File: src/rtl/core/valve_motor_stall_controller_defines.svh
// Assertion macros for the valve motor stall controller.
// Included by the top level; depends on nothing else.
`ifndef VALVE_MOTOR_STALL_CONTROLLER_DEFINES_SVH
`define VALVE_MOTOR_STALL_CONTROLLER_DEFINES_SVH

// Same-cycle implication, disabled while reset is asserted.
`define VMSC_ASSERT_NOW(label, clk, rst_n, ante, cons, msg) \
  label: assert property (@(posedge clk) disable iff (!rst_n) (ante) |-> (cons)) \
    else $error(msg);

// Next-cycle implication, disabled while reset is asserted.
`define VMSC_ASSERT_NEXT(label, clk, rst_n, ante, cons, msg) \
  label: assert property (@(posedge clk) disable iff (!rst_n) (ante) |=> (cons)) \
    else $error(msg);

`endif

File: src/rtl/core/vmsc_pkg.sv
// Shared types and constants of the valve motor stall controller.
// Used by every module of the block but vmsc_ram; depends on nothing.
`default_nettype none

package vmsc_pkg;

  // Configuration port geometry and register indexes.
  localparam int CFG_IDX_W  = 8;
  localparam int CFG_DATA_W = 12;
  localparam logic [CFG_IDX_W-1:0] CFG_TICK_THRESHOLD = 8'd0;
  localparam logic [CFG_IDX_W-1:0] CFG_AMP_REF        = 8'd1;
  localparam logic [CFG_IDX_W-1:0] CFG_STALL_TICKS    = 8'd2;
  localparam logic [CFG_IDX_W-1:0] CFG_MAX_ATTEMPTS   = 8'd3;

  // Register reset values.
  localparam logic [6:0]  RST_TICK_THRESHOLD = 7'd64;
  localparam logic [11:0] RST_AMP_REF        = 12'd2048;
  localparam logic [7:0]  RST_STALL_TICKS    = 8'd6;
  localparam logic [7:0]  RST_MAX_ATTEMPTS   = 8'd3;

  // Motor drive codes.
  localparam logic [1:0] DRIVE_OFF   = 2'd0;
  localparam logic [1:0] DRIVE_OPEN  = 2'd1;
  localparam logic [1:0] DRIVE_CLOSE = 2'd2;

  // Valve position codes.
  localparam logic [1:0] POS_UNKNOWN = 2'd0;
  localparam logic [1:0] POS_OPEN    = 2'd1;
  localparam logic [1:0] POS_CLOSED  = 2'd2;
  localparam logic [1:0] POS_FAULT   = 2'd3;

  // Current command codes; the last one is never loaded.
  localparam logic [1:0] CMD_NONE  = 2'd0;
  localparam logic [1:0] CMD_OPEN  = 2'd1;
  localparam logic [1:0] CMD_CLOSE = 2'd2;
  localparam logic [1:0] CMD_RSVD  = 2'd3;

  // Sequencer phase codes.
  localparam logic [1:0] PH_FORWARD  = 2'd0;
  localparam logic [1:0] PH_REVERSE  = 2'd1;
  localparam logic [1:0] PH_BACKOFF  = 2'd2;

  // Request kinds carried in the func field.
  localparam logic FUNC_COMMAND = 1'b0;
  localparam logic FUNC_TICK    = 1'b1;

  // Angle limit and the reciprocal used for the divide by 100.
  localparam logic [7:0]  ANGLE_MAX   = 8'd100;
  localparam logic [12:0] RECIP_100   = 13'd5243;
  localparam int          RECIP_SHIFT = 19;

  localparam int QUEUED_W = 5;

  // One input request.
  typedef struct packed {
    logic        func;
    logic        open_request;
    logic        force_req;
    logic [6:0]  open_angle;
    logic [11:0] current_sample;
  } vmsc_in_t;

  // One result.
  typedef struct packed {
    logic [1:0]          motor_drive;
    logic                busy_res;
    logic [1:0]          valve_position;
    logic [6:0]          last_angle;
    logic [QUEUED_W-1:0] queued;
    logic                dropped;
    logic                position_saved;
  } vmsc_out_t;

  // Configuration register contents.
  typedef struct packed {
    logic [6:0]  tick_threshold;
    logic [11:0] amp_ref;
    logic [7:0]  stall_ticks;
    logic [7:0]  max_attempts;
  } vmsc_cfg_t;

  // Queue requests from the sequencer.
  typedef struct packed {
    logic       push;
    logic       pop;
    logic [7:0] push_data;
  } vmsc_qreq_t;

  // Queue status seen by the sequencer.
  typedef struct packed {
    logic       empty;
    logic       full;
    logic [7:0] head_data;
  } vmsc_qstat_t;

  // Increment that stops at 255.
  function automatic logic [7:0] sat_inc8(input logic [7:0] v);
    return (v == 8'hff) ? v : v + 8'd1;
  endfunction

endpackage

`default_nettype wire

File: src/rtl/core/vmsc_ram.sv
// Generic single-port-write, single-port-read RAM with registered read data.
// Standalone; no package dependency.
`default_nettype none

module vmsc_ram #(
  parameter int WIDTH = 8,
  parameter int DEPTH = 16
) (
  input  wire logic                     clk,
  input  wire logic                     wr_en,
  input  wire logic [$clog2(DEPTH)-1:0] wr_addr,
  input  wire logic [WIDTH-1:0]         wr_data,
  input  wire logic [$clog2(DEPTH)-1:0] rd_addr,
  output logic      [WIDTH-1:0]         rd_data
);

  logic [WIDTH-1:0] mem_r [DEPTH];
  logic [WIDTH-1:0] rd_data_r;

  // Write port and registered read port; a read of the address being written
  // returns the old contents.
  always_ff @(posedge clk) begin
    if (wr_en) begin
      mem_r[wr_addr] <= wr_data;
    end
    rd_data_r <= mem_r[rd_addr];
  end

  assign rd_data = rd_data_r;

endmodule

`default_nettype wire

File: src/rtl/core/vmsc_cfg.sv
// Configuration registers of the valve motor stall controller.
// Depends on vmsc_pkg.
`default_nettype none

module vmsc_cfg import vmsc_pkg::*; (
  input  wire logic                  clk,
  input  wire logic                  rst_n,
  input  wire logic                  cfg_valid,
  output logic                       cfg_ready,
  input  wire logic [CFG_IDX_W-1:0]  cfg_index,
  input  wire logic [CFG_DATA_W-1:0] cfg_data,
  output vmsc_cfg_t                  cfg,
  output logic [6:0]                 tick_thr_nxt
);

  vmsc_cfg_t cfg_r;
  vmsc_cfg_t cfg_nxt;

  // Writes are always taken.
  assign cfg_ready = 1'b1;

  // Decode a write request; indexes beyond the list change nothing.
  always_comb begin
    cfg_nxt = cfg_r;
    if (cfg_valid) begin
      unique case (cfg_index)
        CFG_TICK_THRESHOLD: cfg_nxt.tick_threshold = cfg_data[6:0];
        CFG_AMP_REF:        cfg_nxt.amp_ref        = cfg_data[11:0];
        CFG_STALL_TICKS:    cfg_nxt.stall_ticks    = cfg_data[7:0];
        CFG_MAX_ATTEMPTS:   cfg_nxt.max_attempts   = cfg_data[7:0];
        default:            cfg_nxt = cfg_r;
      endcase
    end
  end

  always_ff @(posedge clk) begin
    if (!rst_n) begin
      cfg_r.tick_threshold <= RST_TICK_THRESHOLD;
      cfg_r.amp_ref        <= RST_AMP_REF;
      cfg_r.stall_ticks    <= RST_STALL_TICKS;
      cfg_r.max_attempts   <= RST_MAX_ATTEMPTS;
    end else begin
      cfg_r <= cfg_nxt;
    end
  end

  assign cfg          = cfg_r;
  assign tick_thr_nxt = rst_n ? cfg_nxt.tick_threshold : RST_TICK_THRESHOLD;

endmodule

`default_nettype wire

File: src/rtl/core/vmsc_queue.sv
// Command queue: circular buffer in a RAM with head and fill pointers, and a
// bypass so the head entry is ready in the cycle it is needed.
// Depends on vmsc_pkg and vmsc_ram.
`default_nettype none

module vmsc_queue import vmsc_pkg::*; #(
  parameter int QUEUE_DEPTH = 16
) (
  input  wire logic                clk,
  input  wire logic                rst_n,
  input  wire vmsc_qreq_t          req,
  output vmsc_qstat_t              stat,
  output logic [QUEUED_W-1:0]      queued_nxt
);

  localparam int PTR_W  = $clog2(QUEUE_DEPTH);
  localparam int FILL_W = $clog2(QUEUE_DEPTH + 1);
  localparam int SUM_W  = FILL_W + 1;

  logic [PTR_W-1:0]  head_r;
  logic [PTR_W-1:0]  head_nxt;
  logic [FILL_W-1:0] fill_r;
  logic [FILL_W-1:0] fill_nxt;
  logic [SUM_W-1:0]  tail_sum;
  logic [SUM_W-1:0]  tail_wrap;
  logic [PTR_W-1:0]  wr_slot;
  logic [7:0]        ram_rd_data;
  logic              byp_vld_r;
  logic [7:0]        byp_data_r;

  // Write slot is head plus fill, wrapped once.
  always_comb begin
    tail_sum  = SUM_W'(head_r) + SUM_W'(fill_r);
    tail_wrap = (tail_sum >= SUM_W'(QUEUE_DEPTH)) ? tail_sum - SUM_W'(QUEUE_DEPTH)
                                                  : tail_sum;
    wr_slot   = tail_wrap[PTR_W-1:0];
  end

  // Pointer updates; a push and a pop never come from the same request.
  always_comb begin
    head_nxt = head_r;
    fill_nxt = fill_r;
    if (req.pop) begin
      head_nxt = (head_r == PTR_W'(QUEUE_DEPTH - 1)) ? '0 : head_r + 1'b1;
      fill_nxt = fill_r - 1'b1;
    end else if (req.push) begin
      fill_nxt = fill_r + 1'b1;
    end
  end

  always_ff @(posedge clk) begin
    if (!rst_n) begin
      head_r    <= '0;
      fill_r    <= '0;
      byp_vld_r <= 1'b0;
    end else begin
      head_r    <= head_nxt;
      fill_r    <= fill_nxt;
      byp_vld_r <= req.push && (wr_slot == head_nxt);
    end
    byp_data_r <= req.push_data;
  end

  // The RAM is read every cycle at the coming head, so its output always
  // holds the current head entry, except right after a write to that slot.
  vmsc_ram #(
    .WIDTH (8),
    .DEPTH (QUEUE_DEPTH)
  ) u_ram (
    .clk     (clk),
    .wr_en   (req.push),
    .wr_addr (wr_slot),
    .wr_data (req.push_data),
    .rd_addr (head_nxt),
    .rd_data (ram_rd_data)
  );

  assign stat.empty     = (fill_r == '0);
  assign stat.full      = (fill_r == FILL_W'(QUEUE_DEPTH));
  assign stat.head_data = byp_vld_r ? byp_data_r : ram_rd_data;
  assign queued_nxt     = QUEUED_W'(fill_nxt);

endmodule

`default_nettype wire

File: src/rtl/core/vmsc_seq.sv
// Motor sequencer: command admission, dequeue, stall counting, reversal,
// end-stop detection, timeout and back-off. Produces one result per request.
// Depends on vmsc_pkg.
`default_nettype none

module vmsc_seq import vmsc_pkg::*; (
  input  wire logic                clk,
  input  wire logic                rst_n,
  input  wire logic                step,
  input  wire vmsc_in_t            item,
  input  wire vmsc_cfg_t           cfg,
  input  wire logic [6:0]          tick_thr_nxt,
  input  wire vmsc_qstat_t         qstat,
  input  wire logic [QUEUED_W-1:0] queued_nxt,
  output vmsc_qreq_t               qreq,
  output vmsc_out_t                res
);

  logic        active_r, active_nxt;
  logic [1:0]  phase_r, phase_nxt;
  logic [7:0]  elapsed_r, elapsed_nxt;
  logic [7:0]  hcr_r, hcr_nxt;
  logic [7:0]  attempt_r, attempt_nxt;
  logic [1:0]  cmd_r, cmd_nxt;
  logic [7:0]  angle_tgt_r, angle_tgt_nxt;
  logic [1:0]  pos_r, pos_nxt;
  logic [6:0]  angle_rec_r, angle_rec_nxt;
  logic [1:0]  drive_r, drive_nxt;
  logic [13:0] prod_r, prod_nxt;

  logic        dropped;
  logic        saved;
  logic        fin_en;
  logic [1:0]  fin_pos;
  logic        take;
  logic        dequeue;
  logic [7:0]  head_angle;
  logic [7:0]  prod_angle;
  logic [6:0]  prod_comp;
  logic [11:0] stall_lvl;
  logic        above_lvl;
  logic        at_lvl;
  logic [7:0]  e1;
  logic [7:0]  h1;
  logic [7:0]  a1;
  logic [7:0]  thr8;
  logic [26:0] backoff_full;
  logic [7:0]  backoff;
  logic [7:0]  backoff_min;

  // Shared terms of the tick sequence.
  always_comb begin
    stall_lvl  = {1'b0, cfg.amp_ref[11:1]};
    above_lvl  = item.current_sample > stall_lvl;
    at_lvl     = item.current_sample >= stall_lvl;
    thr8       = {1'b0, cfg.tick_threshold};
    e1         = sat_inc8(elapsed_r);
    h1         = sat_inc8(hcr_r);
    a1         = sat_inc8(attempt_r);
    head_angle = (qstat.head_data[6:0] > ANGLE_MAX[6:0]) ? ANGLE_MAX
                                                          : {1'b0, qstat.head_data[6:0]};
    take       = item.force_req ||
                 (pos_r != (item.open_request ? POS_OPEN : POS_CLOSED));
    dequeue    = step && (item.func == FUNC_TICK) && !active_r && !qstat.empty;
  end

  // Back-off length from the registered product: divide by 100 through the
  // reciprocal, then limit to the tick threshold.
  always_comb begin
    backoff_full = 27'(prod_r) * 27'(RECIP_100);
    backoff      = backoff_full[RECIP_SHIFT +: 8];
    backoff_min  = (backoff >= thr8) ? thr8 : backoff;
  end

  // Product tick_threshold * (100 - angle) kept current for an open command;
  // it takes the new angle on a dequeue and the new threshold on a write.
  always_comb begin
    prod_angle = dequeue ? head_angle : angle_tgt_r;
    prod_comp  = (prod_angle > ANGLE_MAX) ? 7'd0 : 7'(ANGLE_MAX - prod_angle);
    prod_nxt   = 14'(tick_thr_nxt) * 14'(prod_comp);
  end

  // Next state for one request.
  always_comb begin
    active_nxt    = active_r;
    phase_nxt     = phase_r;
    elapsed_nxt   = elapsed_r;
    hcr_nxt       = hcr_r;
    attempt_nxt   = attempt_r;
    cmd_nxt       = cmd_r;
    angle_tgt_nxt = angle_tgt_r;
    pos_nxt       = pos_r;
    angle_rec_nxt = angle_rec_r;
    drive_nxt     = drive_r;
    dropped       = 1'b0;
    saved         = 1'b0;
    fin_en        = 1'b0;
    fin_pos       = POS_FAULT;
    qreq          = '0;
    qreq.push_data = {item.open_request, item.open_angle};

    if (step) begin
      if (item.func == FUNC_COMMAND) begin
        // Queue the command unless it is unforced and the valve is already there; drop it if full.
        if (take) begin
          if (qstat.full) begin
            dropped = 1'b1;
          end else begin
            qreq.push = 1'b1;
          end
        end
      end else if (!active_r) begin
        // Idle tick: start the next queued command.
        if (!qstat.empty) begin
          qreq.pop   = 1'b1;
          active_nxt = 1'b1;
          if (qstat.head_data[7]) begin
            angle_tgt_nxt = head_angle;
            cmd_nxt       = CMD_OPEN;
            drive_nxt     = DRIVE_OPEN;
          end else begin
            angle_tgt_nxt = '0;
            cmd_nxt       = CMD_CLOSE;
            drive_nxt     = DRIVE_CLOSE;
          end
        end
      end else begin
        // Busy tick.
        elapsed_nxt = e1;
        unique case (phase_r)
          PH_FORWARD: begin
            if (e1 < {2'b00, cfg.tick_threshold[6:1]}) begin
              // Stall window: count high-current ticks.
              if (above_lvl) begin
                hcr_nxt = h1;
                if (h1 >= cfg.stall_ticks) begin
                  hcr_nxt     = '0;
                  attempt_nxt = a1;
                  if (a1 >= cfg.max_attempts || cmd_r == CMD_NONE ||
                      cmd_r == CMD_RSVD) begin
                    fin_en  = 1'b1;
                    fin_pos = POS_FAULT;
                  end else begin
                    drive_nxt   = (cmd_r == CMD_OPEN) ? DRIVE_CLOSE : DRIVE_OPEN;
                    elapsed_nxt = '0;
                    phase_nxt   = PH_REVERSE;
                  end
                end
              end else begin
                hcr_nxt = '0;
              end
            end else if ({1'b0, e1} < {cfg.tick_threshold, 2'b00} >> 1) begin
              // End-stop window.
              hcr_nxt = '0;
              if (above_lvl) begin
                if (cmd_r == CMD_OPEN) begin
                  angle_rec_nxt = angle_tgt_r[6:0];
                  angle_tgt_nxt = backoff_min;
                  cmd_nxt       = CMD_NONE;
                  attempt_nxt   = '0;
                  elapsed_nxt   = '0;
                  phase_nxt     = PH_BACKOFF;
                  drive_nxt     = DRIVE_CLOSE;
                end else if (cmd_r == CMD_CLOSE) begin
                  fin_en  = 1'b1;
                  fin_pos = POS_CLOSED;
                end else begin
                  fin_en  = 1'b1;
                  fin_pos = POS_FAULT;
                end
              end
            end else begin
              // Timeout.
              fin_en  = 1'b1;
              fin_pos = POS_FAULT;
            end
          end
          PH_REVERSE: begin
            if (at_lvl) begin
              drive_nxt   = (cmd_r == CMD_OPEN) ? DRIVE_OPEN : DRIVE_CLOSE;
              hcr_nxt     = '0;
              phase_nxt   = PH_FORWARD;
              elapsed_nxt = '0;
            end else if (e1 > thr8) begin
              fin_en  = 1'b1;
              fin_pos = POS_FAULT;
            end
          end
          PH_BACKOFF: begin
            if (e1 >= angle_tgt_r) begin
              fin_en  = 1'b1;
              fin_pos = POS_OPEN;
            end
          end
          default: begin
            fin_en  = 1'b1;
            fin_pos = POS_FAULT;
          end
        endcase
      end
    end

    // End of an operation: stop the motor and record the position.
    if (fin_en) begin
      drive_nxt     = DRIVE_OFF;
      cmd_nxt       = CMD_NONE;
      angle_tgt_nxt = '0;
      phase_nxt     = PH_FORWARD;
      elapsed_nxt   = '0;
      hcr_nxt       = '0;
      attempt_nxt   = '0;
      active_nxt    = 1'b0;
      pos_nxt       = fin_pos;
      saved         = 1'b1;
    end
  end

  always_ff @(posedge clk) begin
    if (!rst_n) begin
      active_r    <= 1'b0;
      phase_r     <= PH_FORWARD;
      elapsed_r   <= '0;
      hcr_r       <= '0;
      attempt_r   <= '0;
      cmd_r       <= CMD_NONE;
      angle_tgt_r <= '0;
      pos_r       <= POS_UNKNOWN;
      angle_rec_r <= '0;
      drive_r     <= DRIVE_OFF;
    end else begin
      active_r    <= active_nxt;
      phase_r     <= phase_nxt;
      elapsed_r   <= elapsed_nxt;
      hcr_r       <= hcr_nxt;
      attempt_r   <= attempt_nxt;
      cmd_r       <= cmd_nxt;
      angle_tgt_r <= angle_tgt_nxt;
      pos_r       <= pos_nxt;
      angle_rec_r <= angle_rec_nxt;
      drive_r     <= drive_nxt;
    end
    prod_r <= prod_nxt;
  end

  // Result shows the state after this request.
  always_comb begin
    res.motor_drive    = drive_nxt;
    res.busy_res       = active_nxt;
    res.valve_position = pos_nxt;
    res.last_angle     = angle_rec_nxt;
    res.queued         = queued_nxt;
    res.dropped        = dropped;
    res.position_saved = saved;
  end

endmodule

`default_nettype wire

File: src/rtl/core/valve_motor_stall_controller.sv
// Motorized valve controller with a command queue and a stall-aware motor
// sequencer. One request (a command or a tick) is taken per clock cycle, while
// the result register is free or being emptied, and its single result is
// registered: the request lands in an input register, then the sequencer and
// queue update and write the result register. A result held by a stalled
// receiver keeps the next request in the input register until the result is
// taken. The head of the command queue is read ahead from its RAM, with a
// bypass for a just-written entry, so a dequeue never holds up a request. The
// queue RAM is not cleared after reset; only filled entries are ever used.
// Depends on vmsc_pkg, vmsc_cfg, vmsc_queue, vmsc_seq and the defines header.
`default_nettype none

`include "valve_motor_stall_controller_defines.svh"

module valve_motor_stall_controller import vmsc_pkg::*; #(
  parameter int QUEUE_DEPTH = 16
) (
  input  wire logic                  clk,
  input  wire logic                  rst_n,
  input  wire logic                  in_valid,
  output logic                       in_ready,
  input  wire vmsc_in_t              in_data,
  output logic                       out_valid,
  input  wire logic                  out_ready,
  output vmsc_out_t                  out_data,
  input  wire logic                  cfg_valid,
  output logic                       cfg_ready,
  input  wire logic [CFG_IDX_W-1:0]  cfg_index,
  input  wire logic [CFG_DATA_W-1:0] cfg_data
);

  vmsc_in_t            in_r;
  logic                in_vld_r, in_vld_nxt;
  vmsc_out_t           out_r;
  logic                out_vld_r, out_vld_nxt;
  logic                advance;
  vmsc_cfg_t           cfg;
  logic [6:0]          tick_thr_nxt;
  vmsc_qreq_t          qreq;
  vmsc_qstat_t         qstat;
  logic [QUEUED_W-1:0] queued_nxt;
  vmsc_out_t           res;

  // Pipeline control: a request moves on when the result register is free
  // or is being emptied this cycle.
  always_comb begin
    advance     = in_vld_r && (!out_vld_r || out_ready);
    in_ready    = !in_vld_r || advance;
    in_vld_nxt  = (in_valid && in_ready) || (in_vld_r && !advance);
    out_vld_nxt = advance || (out_vld_r && !out_ready);
  end

  always_ff @(posedge clk) begin
    if (!rst_n) begin
      in_vld_r  <= 1'b0;
      out_vld_r <= 1'b0;
    end else begin
      in_vld_r  <= in_vld_nxt;
      out_vld_r <= out_vld_nxt;
    end
    if (in_valid && in_ready) begin
      in_r <= in_data;
    end
    if (advance) begin
      out_r <= res;
    end
  end

  vmsc_cfg u_cfg (
    .clk          (clk),
    .rst_n        (rst_n),
    .cfg_valid    (cfg_valid),
    .cfg_ready    (cfg_ready),
    .cfg_index    (cfg_index),
    .cfg_data     (cfg_data),
    .cfg          (cfg),
    .tick_thr_nxt (tick_thr_nxt)
  );

  vmsc_queue #(
    .QUEUE_DEPTH (QUEUE_DEPTH)
  ) u_queue (
    .clk        (clk),
    .rst_n      (rst_n),
    .req        (qreq),
    .stat       (qstat),
    .queued_nxt (queued_nxt)
  );

  vmsc_seq u_seq (
    .clk          (clk),
    .rst_n        (rst_n),
    .step         (advance),
    .item         (in_r),
    .cfg          (cfg),
    .tick_thr_nxt (tick_thr_nxt),
    .qstat        (qstat),
    .queued_nxt   (queued_nxt),
    .qreq         (qreq),
    .res          (res)
  );

  assign out_valid = out_vld_r;
  assign out_data  = out_r;

  // The motor only runs while an operation is in progress.
  `VMSC_ASSERT_NOW(a_idle_motor_off, clk, rst_n,
    out_valid && !out_data.busy_res, out_data.motor_drive == DRIVE_OFF,
    "motor driven while no operation is in progress")
  // A position update always ends the operation.
  `VMSC_ASSERT_NOW(a_saved_ends_op, clk, rst_n,
    out_valid && out_data.position_saved, !out_data.busy_res,
    "position saved while the operation is still running")
  // A dropped command implies the queue was full.
  `VMSC_ASSERT_NOW(a_drop_when_full, clk, rst_n,
    out_valid && out_data.dropped, out_data.queued == QUEUED_W'(QUEUE_DEPTH),
    "command dropped while the queue had room")
  // A request that advances yields a result in the next cycle.
  `VMSC_ASSERT_NEXT(a_advance_result, clk, rst_n,
    advance, out_valid,
    "request advanced without producing a result")

endmodule

`default_nettype wire

File: config.mk
export PLATFORM = sky130hd
export DESIGN_NAME = valve_motor_stall_controller
export DESIGN_NICKNAME = d
export VERILOG_FILES = /design/src/rtl/core/vmsc_pkg.sv /design/src/rtl/core/vmsc_ram.sv /design/src/rtl/core/vmsc_cfg.sv /design/src/rtl/core/vmsc_queue.sv /design/src/rtl/core/vmsc_seq.sv /design/src/rtl/core/valve_motor_stall_controller.sv
export VERILOG_INCLUDE_DIRS = /design/src /design/src/rtl/core
export SDC_FILE = /design/constraint.sdc
export NUM_CORES = 1
export LEC_CHECK = 0
export ABC_CLOCK_PERIOD_IN_PS = 11350
export BUFFER_PORTS_ARGS = -buffer_cell sky130_fd_sc_hd__buf_4
export CELL_PAD_IN_SITES_DETAIL_PLACEMENT = 1
export CELL_PAD_IN_SITES_GLOBAL_PLACEMENT = 2
export CORE_AREA = 3 3 238 240
export DETAILED_ROUTE_END_ITERATION = 10
export DIE_AREA = 0 0 241 243
export PLACE_DENSITY_LB_ADDON = 0.25
export SKIP_LAST_GASP = 1
export SLEW_MARGIN = 40
export SYNTH_ARGS = -nofsm -noshare
export SYNTH_HDL_FRONTEND = slang
export SYNTH_HIERARCHICAL = 1
export SYNTH_SLANG_ARGS = --single-unit
File: constraint.sdc
create_clock -name clk -period 11.35 [get_ports clk]
set_clock_uncertainty 0.2 [all_clocks]
set_input_delay 1.7025 -clock clk [delete_from_list [all_inputs] [get_ports clk]]
set_output_delay 1.7025 -clock clk [all_outputs]
set_load 0.02 [all_outputs]
==> summary.md <==
| Metric | Value |
|---|---|
| Status | `completed` |
| Total GRT Usage | `0.1713` |
| Crit end category | `register` |
| DRT Pass-1 Iters | `5` |
| Vias/cell | `5.128` |
| Port buffer count | `67` |
| Min Tclk post-route | `8.953 ns` |
| Die area | `0.05856 mm²` |
| Crit start category | `input pin` |
| CTS tree | `done` |
| TNS Setup | `0 ns` |
| Placement Rows | `86` |
| Clk pin slew, worst setup/hold paths | `0.05 ns` |
| Placed instance area | `0.02014 mm²` |
| Post-CTS Repair Setup Buffers | `0` |
| Synth Net Count | `2041` |
| WL per Instance | `19.81 µm` |
| Routed Antenna Nets | `0` |
| Fmax | `111.7 MHz` |
| Number of I/O pins | `69` |
| Vias | `12.79k` |
| Max Cap Violations | `0` |
| WP data arrival | `9.17 ns` |
| Leakage | `9.004 nW` |
| CP max-delay cell | `or3_1` |
| Crit path kind | `in -> reg` |
| Cells after Synth | `1708` |
| Largest net degree at the start of global routing | `40` |
| Initial antenna violation count | `2` |
| Die Y | `243 µm` |
| Final Cycle Share | `0.7888` |
| Cell mode on critical path | `a21oi_1` |
| Die W | `241 µm` |
| Post-Syn Area | `0.01906 mm²` |
| Initial core utilization | `0.3474` |
| H-tree levels | `2` |
| Final #Nets | `2096` |
| Area growth, synth to finish | `11.63%` |
| Required @ worst endpoint | `11.57 ns` |
| Critical Path Fanout Max | `30` |
| Total routed wirelength | `49380 µm` |
| CTS max path bufs | `3` |
| Most frequent cells in the layout | `inv_1, ha_1, edfxtp_1, dfxtp_1, nand2_1` |
| Core area | `0.05488 mm²` |
| Final Hold Fails | `0` |
| Dpl cells | `2430` |
| RSZ-0062 raised after global routing | `no` |
| 1st-iter DRT viols | `621` |
| Vias in the first global route | `13.61k` |
| PD cells | `148.3 mW/mm²` |
| Insertion delay to the later sink of the worst-skew pair | `0.55 ns` |
| Critical path buffer and inverter count | `5` |
| Rel. slew slack | `0.4447` |
| First-pass GRT wire length | `78270 µm` |
| Multi-input logic area | `0.01029 mm²` |
| Clk sinks | `293` |
| Synthesized area per cell | `11.16 µm²` |
| Layout cell share with drive strength beyond 1 | `0.1298` |
| DRC violation count after routing | `0` |
| Critical Path Max Stage Delay | `0.56 ns` |
| Final Cell Area | `0.02128 mm²` |
| Remaining global-route overflow | `0` |
| Clk root buf | `clkbuf_16` |
| Final Total Pwr | `3.156 mW` |
| Post-CTS resize count | `0` |
| Register area | `0.007557 mm²` |
| Max-slew violation count | `0` |
| Slew @ Worst Pin | `0.8299 ns` |
| Final setup violating endpoints | `0` |
| Commonest non-fill, non-tap cell in the layout | `inv_1` |
| Post-DP HPWL | `37970 µm` |
| Ys Warns | `6` |
| # hold bufs at CTS | `0` |
| Worst hold path type | `reg -> reg` |
| Family with the most delay on the worst path | `compound AO/OA/AOI/OAI gates` |
| Fin cells | `2493` |
| Max VDD drop | `0.0001084 V` |
| TritonCTS buffer count | `35` |
| Fillers | `5968` |
| GP Congestion | `0.7960` |
## registers in the layout, indices dropped and copies added, names as in the netlist, 2 cells and up
name	count
u_queue/byp_data_r	8
u_seq/hcr_r	8
u_queue/fill_r	5
u_seq/drive_r	2
u_queue/u_ram/mem_r	128
in_r	22
u_cfg/cfg	34
u_seq/angle_rec_r	7
u_seq/cmd_r	2
u_seq/phase_r	2
u_seq/attempt_r	8
u_seq/elapsed_r	8
u_queue/u_ram/rd_data	8
u_seq/pos_r	2
u_seq/prod_r	14
out_data	19
u_seq/angle_tgt_r	8
u_queue/head_r	4
## layer usage
| metal | global-route usage | share of wire |
|---|---|---|
| met5 | 0 | 0 |
| met4 | 0.04200 | 0.019 |
| met3 | 0.02375 | 0.031 |
| met2 | 0.2771 | 0.46 |
| met1 | 0.2421 | 0.49 |
## per-stage QoR
step,hold WS [ns],util,setup slack [ns]
floorplan,0.2380,-,2.621
global placement,0.2485,0.3668,2.134
detailed placement,0.2537,0.3669,1.862
CTS,0.2654,0.3873,2.424
global route,0.2851,0.3878,1.817
finish,0.2595,0.3878,2.397
## worst register-to-register path, delay by kind of cell (launching register included)
family	cells	cell delay (ns)
adders and majority gates	7	2.56
AOI/OAI and AO/OA	11	2.54
and+or+nand+nor	6	1.55
buffers and inverters	4	0.57
DFF	1	0.42
muxes	1	0.22
## report_power, final
part	leakage, nW	switching (mW)	internal (mW)
Clock	0.542	0.459	0.631
Combinational	5.91	0.545	0.354
Sequential	2.56	0.0251	1.14
Total	9.00	1.03	2.13
## final timing paths
path | from | end | slack (ns) | depth (start not counted)
max | out_ready | u_seq/prod_r[12] | 2.40 | 30
min | u_cfg/cfg[14] | u_cfg/cfg[14] | 0.26 | 2
max reg2reg | u_queue/fill_r[1] | u_seq/prod_r[12] | 3.16 | 29
min reg2reg | u_cfg/cfg[14] | u_cfg/cfg[14] | 0.26 | 2
## final cells by class
type / instances / area share
Clock inverter: 9 / 0.004233
Tap cell: 704 / 0.04139
Antenna cell: 1 / 0.0001176
Inverter: 224 / 0.03963
Timing Repair Buffer: 79 / 0.02787
Sequential cell: 293 / 0.3551
Multi-Input combinational cell: 1130 / 0.4834
Clock buffer: 53 / 0.04821
Power figures use the tool's default switching activity.
